[src/design/fps_pkg.sv]
// Shared types and constants of the four-position switch debouncer.
package fps_pkg;

	localparam int MV_W     = 13;
	localparam int HYST_W   = 10;
	localparam int DEB_W    = 32;
	localparam int NOW_W    = 32;
	localparam int CFG_W    = 32;
	localparam int CFG_IDX_W = 2;
	localparam int SMV_W    = 15;

	// floor(x / 6) == (x * DIV6_MUL) >> DIV6_SHIFT for every 13-bit x
	localparam int DIV6_MUL   = 43691;
	localparam int DIV6_SHIFT = 18;

	localparam logic [MV_W-1:0]   SUPPLY_RST = 13'd3300;
	localparam logic [HYST_W-1:0] HYST_RST   = 10'd100;
	localparam logic [DEB_W-1:0]  DEB_RST    = 32'd0;

	typedef enum logic [CFG_IDX_W-1:0] {
		REG_SUPPLY   = 2'd0,
		REG_HYST     = 2'd1,
		REG_DEBOUNCE = 2'd2
	} reg_idx_t;

	typedef logic [1:0] pos_t;
	typedef logic signed [SMV_W-1:0] smv_t;

	typedef enum logic {
		PH_STABLE  = 1'b0,
		PH_CONFIRM = 1'b1
	} phase_t;

	// window edges around the three thresholds
	typedef struct packed {
		smv_t lo1;
		smv_t hi1;
		smv_t lo3;
		smv_t hi3;
		smv_t lo5;
		smv_t hi5;
	} bounds_t;

	typedef struct packed {
		logic hit;
		pos_t pos;
	} match_t;

	typedef struct packed {
		pos_t confirmed_position;
		logic pending;
		pos_t pending_position;
	} result_t;

endpackage

[src/design/fps_thresh.sv]
// Window edge registers derived from the supply and hysteresis settings.
module fps_thresh (
	input  logic                         clk,
	input  logic [fps_pkg::MV_W-1:0]     supply_mv,
	input  logic [fps_pkg::HYST_W-1:0]   hysteresis_mv,
	output fps_pkg::bounds_t             bounds
);
	import fps_pkg::*;

	localparam int PROD_W = 29;

	logic [PROD_W-1:0] prod;
	logic [10:0]       t1;
	logic [11:0]       t3;
	logic [MV_W-1:0]   t1x6;
	logic              rem_nz;
	logic [MV_W-1:0]   t5;
	logic [8:0]        half_h;
	bounds_t           bounds_d;
	bounds_t           bounds_q;

	assign prod   = PROD_W'(supply_mv) * PROD_W'(DIV6_MUL);
	assign t1     = prod[PROD_W-1:DIV6_SHIFT];
	assign t3     = supply_mv[MV_W-1:1];
	assign t1x6   = MV_W'({t1, 2'b00}) + MV_W'({t1, 1'b0});
	assign rem_nz = (supply_mv != t1x6);
	// floor(5s/6) = s - ceil(s/6)
	assign t5     = supply_mv - MV_W'(t1) - MV_W'(rem_nz);
	assign half_h = hysteresis_mv[HYST_W-1:1];

	always_comb begin
		bounds_d.lo1 = smv_t'(t1) - smv_t'(half_h);
		bounds_d.hi1 = smv_t'(t1) + smv_t'(half_h);
		bounds_d.lo3 = smv_t'(t3) - smv_t'(half_h);
		bounds_d.hi3 = smv_t'(t3) + smv_t'(half_h);
		bounds_d.lo5 = smv_t'(t5) - smv_t'(half_h);
		bounds_d.hi5 = smv_t'(t5) + smv_t'(half_h);
	end

	always_ff @(posedge clk) begin
		bounds_q <= bounds_d;
	end

	assign bounds = bounds_q;

endmodule

[src/design/fps_classify.sv]
// Classifies one voltage sample into a switch position or the dead band.
module fps_classify (
	input  logic [fps_pkg::MV_W-1:0] sample_mv,
	input  logic                     sense_enable,
	input  fps_pkg::bounds_t         bounds,
	output fps_pkg::match_t          match
);
	import fps_pkg::*;

	smv_t v;

	assign v = sense_enable ? smv_t'(sample_mv) : smv_t'(0);

	always_comb begin
		match.hit = 1'b1;
		match.pos = 2'd0;
		if ($signed(v) < $signed(bounds.lo1)) begin
			match.pos = 2'd0;
		end else if ($signed(v) > $signed(bounds.hi1) && $signed(v) < $signed(bounds.lo3)) begin
			match.pos = 2'd1;
		end else if ($signed(v) > $signed(bounds.hi3) && $signed(v) < $signed(bounds.lo5)) begin
			match.pos = 2'd2;
		end else if ($signed(v) > $signed(bounds.hi5)) begin
			match.pos = 2'd3;
		end else begin
			match.hit = 1'b0;
		end
	end

endmodule

[src/design/fps_track.sv]
// Debounce state machine and result register.
module fps_track #(
	parameter int TIME_BITS = 32
) (
	input  logic                      clk,
	input  logic                      arst_n,
	input  logic                      in_valid,
	input  fps_pkg::match_t           match,
	input  logic [fps_pkg::NOW_W-1:0] now_ms,
	input  logic [fps_pkg::DEB_W-1:0] debounce_ms,
	input  logic                      out_ready,
	output logic                      advance,
	output logic                      out_valid,
	output fps_pkg::result_t          result
);
	import fps_pkg::*;

	typedef logic [TIME_BITS-1:0] time_t;

	phase_t  mode_q, mode_n;
	pos_t    pos_q, pos_n;
	pos_t    conf_q, conf_n;
	time_t   start_q, start_n;
	time_t   now_t;
	time_t   limit;
	logic    out_valid_q;
	result_t result_q, result_d;

	assign now_t   = time_t'(now_ms);
	assign limit   = start_q + time_t'(debounce_ms);
	assign advance = in_valid && (!out_valid_q || out_ready);

	// next state
	always_comb begin
		mode_n  = mode_q;
		pos_n   = pos_q;
		conf_n  = conf_q;
		start_n = start_q;
		case (mode_q)
			PH_STABLE: begin
				conf_n = pos_q;
				if (match.hit && match.pos != pos_q) begin
					mode_n  = PH_CONFIRM;
					pos_n   = match.pos;
					start_n = now_t;
				end
			end
			PH_CONFIRM: begin
				if (match.hit) begin
					if (match.pos == conf_q) begin
						mode_n = PH_STABLE;
						pos_n  = conf_q;
					end else if (match.pos != pos_q) begin
						pos_n   = match.pos;
						start_n = now_t;
					end else if (now_t > limit) begin
						mode_n = PH_STABLE;
					end
				end
			end
			default: begin
				mode_n = PH_STABLE;
			end
		endcase
	end

	// result word
	always_comb begin
		result_d.confirmed_position = conf_n;
		result_d.pending            = (mode_n == PH_CONFIRM);
		result_d.pending_position   = (mode_n == PH_CONFIRM) ? pos_n : 2'd0;
	end

	always_ff @(posedge clk or negedge arst_n) begin
		if (!arst_n) begin
			mode_q      <= PH_STABLE;
			pos_q       <= 2'd0;
			conf_q      <= 2'd0;
			start_q     <= '0;
			out_valid_q <= 1'b0;
		end else begin
			if (advance) begin
				mode_q  <= mode_n;
				pos_q   <= pos_n;
				conf_q  <= conf_n;
				start_q <= start_n;
			end
			if (advance) begin
				out_valid_q <= 1'b1;
			end else if (out_ready) begin
				out_valid_q <= 1'b0;
			end
		end
	end

	always_ff @(posedge clk) begin
		if (advance) begin
			result_q <= result_d;
		end
	end

	assign out_valid = out_valid_q;
	assign result    = result_q;

`ifndef NO_ASSERTIONS
	a_confirm_differs: assert property (@(posedge clk) disable iff (!arst_n)
		mode_q == PH_CONFIRM |-> pos_q != conf_q)
		else $error("confirming the already confirmed position");

	a_conf_holds: assert property (@(posedge clk) disable iff (!arst_n)
		!advance |=> $stable(conf_q) && $stable(mode_q) && $stable(pos_q))
		else $error("debounce state moved without a word");

	a_leave_confirm: assert property (@(posedge clk) disable iff (!arst_n)
		advance && mode_q == PH_CONFIRM && mode_n == PH_STABLE |->
			match.hit && (match.pos == conf_q || match.pos == pos_q))
		else $error("left confirmation without a matching sample");

	a_result_loaded: assert property (@(posedge clk) disable iff (!arst_n)
		advance |=> out_valid_q)
		else $error("advanced word did not reach the result register");
`endif

endmodule

[src/design/four_position_switch_debouncer_core.sv]
// Top level of the four-position switch debouncer: ports, settings, input stage.
// Data path: an accepted word sits in the input register, is classified and updates the state
//   into the result register, and leaves from there once m_tready takes it.
// Throughput: one word per cycle; the result register holds while m_tready is low.
// Supply and hysteresis writes pass the settings registers, then the window edge registers.
// Reset (arst_n low, asynchronous): stable at position 0, settings to defaults.
module four_position_switch_debouncer_core #(
	parameter int TIME_BITS = 32
) (
	input  logic                                clk,
	input  logic                                arst_n,
	// input stream
	input  logic                                s_tvalid,
	output logic                                s_tready,
	// [12:0] sample_mv, [13] sense_enable, [45:14] now_ms, [47:46] zero
	input  logic [47:0]                         s_tdata,
	// result stream
	output logic                                m_tvalid,
	input  logic                                m_tready,
	// [1:0] confirmed_position, [2] pending, [4:3] pending_position, [7:5] zero
	output logic [7:0]                          m_tdata,
	// settings write port
	input  logic                                cfg_we,
	input  logic [fps_pkg::CFG_IDX_W-1:0]       cfg_idx,
	input  logic [fps_pkg::CFG_W-1:0]           cfg_data
);
	import fps_pkg::*;

	// settings
	logic [MV_W-1:0]   supply_q;
	logic [HYST_W-1:0] hyst_q;
	logic [DEB_W-1:0]  deb_q;

	// input stage
	logic              valid_s1;
	logic [MV_W-1:0]   sample_s1;
	logic              en_s1;
	logic [NOW_W-1:0]  now_s1;

	bounds_t bounds;
	match_t  match;
	result_t result;
	logic    advance;
	logic    s_accept;

	// Take settings writes as they come; an index past the list is dropped.
	always_ff @(posedge clk or negedge arst_n) begin
		if (!arst_n) begin
			supply_q <= SUPPLY_RST;
			hyst_q   <= HYST_RST;
			deb_q    <= DEB_RST;
		end else if (cfg_we) begin
			case (reg_idx_t'(cfg_idx))
				REG_SUPPLY:   supply_q <= cfg_data[MV_W-1:0];
				REG_HYST:     hyst_q   <= cfg_data[HYST_W-1:0];
				REG_DEBOUNCE: deb_q    <= cfg_data[DEB_W-1:0];
				default: begin
				end
			endcase
		end
	end

	// Input stage frees up whenever its word moves on to the result register.
	assign s_tready = !valid_s1 || advance;
	assign s_accept = s_tvalid && s_tready;

	always_ff @(posedge clk or negedge arst_n) begin
		if (!arst_n) begin
			valid_s1 <= 1'b0;
		end else if (s_tready) begin
			valid_s1 <= s_tvalid;
		end
	end

	// Unpack and hold the accepted word.
	always_ff @(posedge clk) begin
		if (s_accept) begin
			sample_s1 <= s_tdata[12:0];
			en_s1     <= s_tdata[13];
			now_s1    <= s_tdata[45:14];
		end
	end

	fps_thresh u_thresh (
		.clk           (clk),
		.supply_mv     (supply_q),
		.hysteresis_mv (hyst_q),
		.bounds        (bounds)
	);

	fps_classify u_classify (
		.sample_mv    (sample_s1),
		.sense_enable (en_s1),
		.bounds       (bounds),
		.match        (match)
	);

	fps_track #(
		.TIME_BITS (TIME_BITS)
	) u_track (
		.clk         (clk),
		.arst_n      (arst_n),
		.in_valid    (valid_s1),
		.match       (match),
		.now_ms      (now_s1),
		.debounce_ms (deb_q),
		.out_ready   (m_tready),
		.advance     (advance),
		.out_valid   (m_tvalid),
		.result      (result)
	);

	// Pack the result word, lowest field first.
	assign m_tdata = {3'b000, result.pending_position, result.pending,
		result.confirmed_position};

`ifndef NO_ASSERTIONS
	a_ready_when_empty: assert property (@(posedge clk) disable iff (!arst_n)
		!valid_s1 |-> s_tready)
		else $error("input stage empty but not ready");

	a_stage_filled: assert property (@(posedge clk) disable iff (!arst_n)
		s_accept |=> valid_s1)
		else $error("accepted word lost from the input stage");

	a_stage_drains: assert property (@(posedge clk) disable iff (!arst_n)
		valid_s1 && !advance && !s_accept |=> valid_s1)
		else $error("input word dropped while stalled");
`endif

endmodule

[config.mk]
export PLATFORM = sky130hd
export DESIGN_NAME = four_position_switch_debouncer_core
export DESIGN_NICKNAME = d
export VERILOG_FILES = /design/src/design/fps_pkg.sv /design/src/design/fps_thresh.sv /design/src/design/fps_classify.sv /design/src/design/fps_track.sv /design/src/design/four_position_switch_debouncer_core.sv
export SDC_FILE = /design/constraint.sdc
export NUM_CORES = 1
export LEC_CHECK = 0
export ABC_CLOCK_PERIOD_IN_PS = 28600
export BUFFER_PORTS_ARGS = -buffer_cell sky130_fd_sc_hd__buf_2
export CAP_MARGIN = 20
export CORE_MARGIN = 2
export CORE_UTILIZATION = 40
export CTS_CLUSTER_DIAMETER = 60
export CTS_CLUSTER_SIZE = 28
export DETAILED_ROUTE_END_ITERATION = 8
export SYNTH_ARGS = -nofsm -noshare
export SYNTH_HDL_FRONTEND = slang
export SYNTH_SLANG_ARGS = --single-unit
[constraint.sdc]
create_clock -name clk -period 28.6 [get_ports clk]
set_clock_uncertainty 0.15 [all_clocks]
set_input_delay 5.72 -clock clk [delete_from_list [all_inputs] [get_ports clk]]
set_output_delay 5.72 -clock clk [all_outputs]
set_load 0.01 [all_outputs]
# After elaboration in Yosys (flattened, before gate mapping)
# Index checks and enable logic that the tools add are counted.
[totals]
elab_cells = 92
reg_bits = 235
input_bits = 87
out_inout_bits = 10
[op_classes]
eq_ne = 9
n_mul = 1
n_reduce_logical = 15
mux = 28
magnitude_cmp = 7
bitwise = 1
add_sub_neg = 10
[op_table]
columns = ["operator", "count"]
rows = [
  ["$mux 32", 4],
  ["$pmux 32 s2", 1],
  ["$gt 15x15->1", 3],
  ["$lt 15x15->1", 3],
  ["$add 32x32->32", 1],
  ["$gt 32x32->1", 1],
  ["$mul 13x16->29 const B", 1],
  ["$mux 2", 9],
  ["$add 13x9->14", 1],
  ["$sub 13x9->14", 1],
  ["$add 12x9->13", 1],
  ["$add 13x12->13", 1],
  ["$mux 13", 1],
  ["$ne 13x13->1", 1],
  ["$sub 12x9->13", 1],
  ["$sub 13x1->13", 1],
  ["$sub 13x11->13", 1],
  ["$add 11x9->12", 1],
  ["$sub 11x9->12", 1],
  ["$mux 1", 11],
  ["$reduce_and 2->1", 3],
  ["$logic_and 1x1->1", 5],
  ["$reduce_and 5->1", 1],
  ["$ne 2x1->1 const B", 2],
  ["12 further kinds", 15],
]

# Depth between registers and ports, before layout
[logic_depth]
ltp_word = 11
mapped_depth = 47
mapped_depth_nobuf = 46

# Hierarchy
# Synthesis repeated with hierarchy kept, for this count alone.
[unflattened]
hier_cells = 1837
area_unflattened_um2 = 18138.6
[by_module_without_submodules]
columns = ["module", "cells_per_inst", "area_each_um2", "instances", "seq_area_each_um2"]
rows = [
  ["fps_thresh", 917, 8324.2, 1, 1501.4],
  ["fps_track", 418, 4052.6, 1, 1101.1],
  ["four_position_switch_debouncer_core", 172, 3557.2, 1, 2793.9],
  ["fps_classify", 330, 2204.6, 1, 0.0],
]

# Least setup slack after synthesis
# Ideal clock, no wire load.
[synth_path]
path_type = "in2out"
from = "input port m_tready"
to = "output port s_tready"
path_slack_ns = 16.801
required_time_ns = 22.730
n_path_buf = 0
stages = 1
arrival_time_ns = 5.929
path_cell_list = "nand3b_1"
[synth_between]
elab_chain_cells = 3
[synth_lines]
columns = ["element", "line", "rtl"]
rows = [
  ["start: declaration", "four_position_switch_debouncer_core.sv:19", "input logic m_tready,"],
  ["$logic_or 1x1->1", "fps_track.sv:31", "assign advance = in_valid && (!out_valid_q || out_ready);"],
  ["$logic_and 1x1->1", "fps_track.sv:31", ""],
  ["$logic_or 1x1->1", "four_position_switch_debouncer_core.sv:64", "assign s_tready = !valid_s1 || advance;"],
  ["end: declaration", "four_position_switch_debouncer_core.sv:14", "output logic s_tready,"],
]
# No other way between the ends.

==> impl_metrics.ini <==
[status]
status = complete, no violations

[setup_path]
cp_common_cell = sky130_fd_sc_hd__ha_1
worst_r2r_startpoint = supply_q[10]$_DFFE_PN1P_
crit_slowest_cell = sky130_fd_sc_hd__a221oi_1
required_ps = 28940
crit_start = supply_q[10]$_DFFE_PN1P_
cp-start-kind = flip-flop
worstSetupPathType = reg2reg
worst-r2r-cell-count = 40
cp-end-kind = flip-flop
worstPathArrival_ps = 13150
critical-path-max-stage-delay_ps = 980
critical_path_peak_fanout = 11
timing.reg2reg.setup_slack_ps = 15790
timing.rr.end = u_thresh.bounds[28]$_DFF_P_

[route]
postRouteWirelength_mm = 39.8
routed-via-count = 12100
detail-route-antenna-nets = 0
detail_routed_net_length_per_standard_cell_um = 16.8
post-route-drc-count = 0
dr.first_iter.drc_count = 525
avgViaCountPerCell = 5.14
number_of_iterations_in_the_first_detailed_routing_pass = 4

[grt]
met3_usage_pct = 2.31
global_route_wire_length_before_repair_mm = 65.1
global_route.peak_usage_layer = met2
number_of_antenna_violations_at_the_first_check_in_global_routing = 2
gr-total-overflow = 0
groute.layer.met2.usage_pct = 30.9
grt_util_all_layers_pct = 18.3
global_route.usage.met1_pct = 24.2
grt_start_max_net_pins = 51
grt_pass1_vias = 12600

[yosys]
yosys_warnings = 0
synthTopCellsByCount = sky130_fd_sc_hd__ha_1, sky130_fd_sc_hd__inv_1, sky130_fd_sc_hd__a21oi_1, sky130_fd_sc_hd__dfrtp_1, sky130_fd_sc_hd__o21ai_0
synth-async-reset-ratio_pct = 42.5
synthesis.area_um2 = 17200
ys_seq_area_share_pct = 31.2
postSynthAreaPerCell_um2 = 10.1
synth.most_common_cell = sky130_fd_sc_hd__ha_1
synth_top_area_share_pct = 21.8
flip_flop_and_latch_count_after_synthesis = 219
synth.largest_area_cell = sky130_fd_sc_hd__ha_1
count_of_mapped_cells_out_of_synthesis = 1695
ys_top_cells_by_area = sky130_fd_sc_hd__ha_1, sky130_fd_sc_hd__dfrtp_1, sky130_fd_sc_hd__edfxtp_1
number_of_unique_standard_cell_types_used_by_synthesis = 73
synth_enable_flop_cells = 51
synth_ff_type = sky130_fd_sc_hd__dfrtp_1

[clock_network]
clkSinkCount = 219
postCtsHoldBufs = 0
ctsHtreeMaxLevel = 1
clk_path_buf_depth = 3
post-cts-setup-buffer-count = 0
cts-root-buf = sky130_fd_sc_hd__clkbuf_16
tritoncts_clock_tree = built
number_of_buffers_added_by_the_clock_tree_synthesis_step = 27
ctsResizeCount = 0
worst_skew_pair.late_latency_ps = 560
clock_transition_at_the_registers_of_the_reported_paths_ps = 70

[timing]
final.min_clock_period_ps = 12810
tightestPinTransition_ps = 1200
finalSetupViolations = 0
slew_headroom_pct = 20.2
hold_viol_final = 0
finalSetupTns_ps = 0
post-route-period-util_pct = 44.8
grt_setup_unrepaired = no
finalMaxSlewViolations = 0
timing.fmax_mhz = 78.1

[floorplanning]
core_area_um2 = 42200
dieHeight_um = 211
io_pins = 97
overall_die_area_um2 = 44700
initial_utilization_pct = 40.7
die_width_um = 211
rows = 75

[placement]
placer_congestion = 0.855
placement.io_buffers = 91
hpwl_reported_at_the_end_of_detailed_placement_mm = 32.1

[finish]
area_growth_syn_to_layout_pct = 12.3
post_route_cells_drive_above_1_share_pct = 13.5
design.final.nets = 2250

[min_path]
hold_path_depth = 1
min_from = valid_s1$_DFFE_PN0N_
min_delay_worst_endpoint = u_track.out_valid$_DFFE_PN0P_
hold_class = reg2reg

[job]
maxCapViolations = 0
-- per-stage QoR --
stage / utilization (%) / hold slack [ps] / instance area [µm²] / cells / setup slack [ps]
6_report: 45.7 / 341 / 19300 / 2365 / 15790
3_3_place_gp: 43.3 / 320 / 18300 / 2314 / 15960
2_1_floorplan: - / 307 / 17200 / 1697 / 16800
5_1_grt: 45.7 / 359 / 19300 / 2365 / 15140
3_5_place_dp: 43.3 / 332 / 18300 / 2314 / 15830
4_1_cts: 45.7 / 344 / 19300 / 2364 / 15790
-- routing by layer --
metal,vias up,routed length [µm]
met5,-,16
met3,70,1340
met2,171,18600
met4,2,1350
li1,6111,-
met1,5793,18500
-- flip-flops by register name (all words and copies together) (netlist names), 2 cells and up --
name,flops
u_thresh.bounds,75
deb_q,32
now_s1,32
u_track.start_q,32
sample_s1,13
supply_q,13
hyst_q,9
u_track.result,5
u_track.conf_q,2
u_track.pos_q,2
-- layout make-up --
cell class | count | area (µm²)
Fill cell | 4016 | 22900
Multi-Input combinational cell | 1198 | 10800
Sequential cell | 219 | 5370
Inverter | 262 | 983
Clock buffer | 29 | 704
Tap cell | 539 | 674
Timing Repair Buffer | 96 | 495
Clock inverter | 21 | 320
Antenna cell | 1 | 2.50
-- logic make-up after synthesis --
family | Yosys count | synth area share [%]
AOI/OAI and AO/OA | 342 | 12.8
xor gates and xnor gates | 123 | 6.34
adders and majority gates | 359 | 28.7
buffers and inverters | 280 | 6.31
DFF | 219 | 31.2
muxes | 78 | 5.76
other | 1 | 0.0218
and+or+nand+nor | 293 | 8.87
-- cells in the final DEF, fill, tap and decap left out, types with 11 or more instances in the layout --
cell type	count
sky130_fd_sc_hd__ha_1	300
sky130_fd_sc_hd__mux2_2	48
sky130_fd_sc_hd__fa_1	59
sky130_fd_sc_hd__nor2_1	66
sky130_fd_sc_hd__o21bai_1	16
sky130_fd_sc_hd__nor2b_1	17
sky130_fd_sc_hd__nand3_1	23
sky130_fd_sc_hd__nand4_1	21
sky130_fd_sc_hd__xnor2_1	75
sky130_fd_sc_hd__edfxtp_1	51
sky130_fd_sc_hd__nor3_1	18
sky130_fd_sc_hd__nand2_1	59
sky130_fd_sc_hd__clkbuf_16	28
sky130_fd_sc_hd__mux2_4	30
sky130_fd_sc_hd__inv_1	262
sky130_fd_sc_hd__xor2_1	47
sky130_fd_sc_hd__a21oi_1	102
sky130_fd_sc_hd__a211oi_1	17
sky130_fd_sc_hd__o21ai_0	76
sky130_fd_sc_hd__a31oi_1	11
sky130_fd_sc_hd__dfrtp_1	84
sky130_fd_sc_hd__and2_1	14
sky130_fd_sc_hd__nand2b_1	18
sky130_fd_sc_hd__a21o_1	46
sky130_fd_sc_hd__dfxtp_1	75
sky130_fd_sc_hd__buf_2	90
-- critical path: cells and delay by family (launching register included) --
family	cells	cell delay (ps)
fa+ha+maj	11	4640
compound gates	14	4000
simple gates	10	2540
flops	1	690
xor+xnor	2	460
buf+inv	3	200
-- how the worst max path moves through the flow --
| stage | cells past startpoint | slack, ps | end |
|---|---|---|---|
| finish | 40 | 15790 | u_thresh.bounds[28]$_DFF_P_ |
| global route | 40 | 15140 | u_thresh.bounds[28]$_DFF_P_ |
| CTS | 40 | 15790 | u_thresh.bounds[28]$_DFF_P_ |
| detailed placement | 40 | 15830 | u_thresh.bounds[26]$_DFF_P_ |
| global placement | 40 | 15960 | u_thresh.bounds[28]$_DFF_P_ |
| floorplan | 1 | 16800 | s_tready |
Power is not shown: default switching activity piles up to over one toggle a cycle in this logic, so the estimate is an artifact.
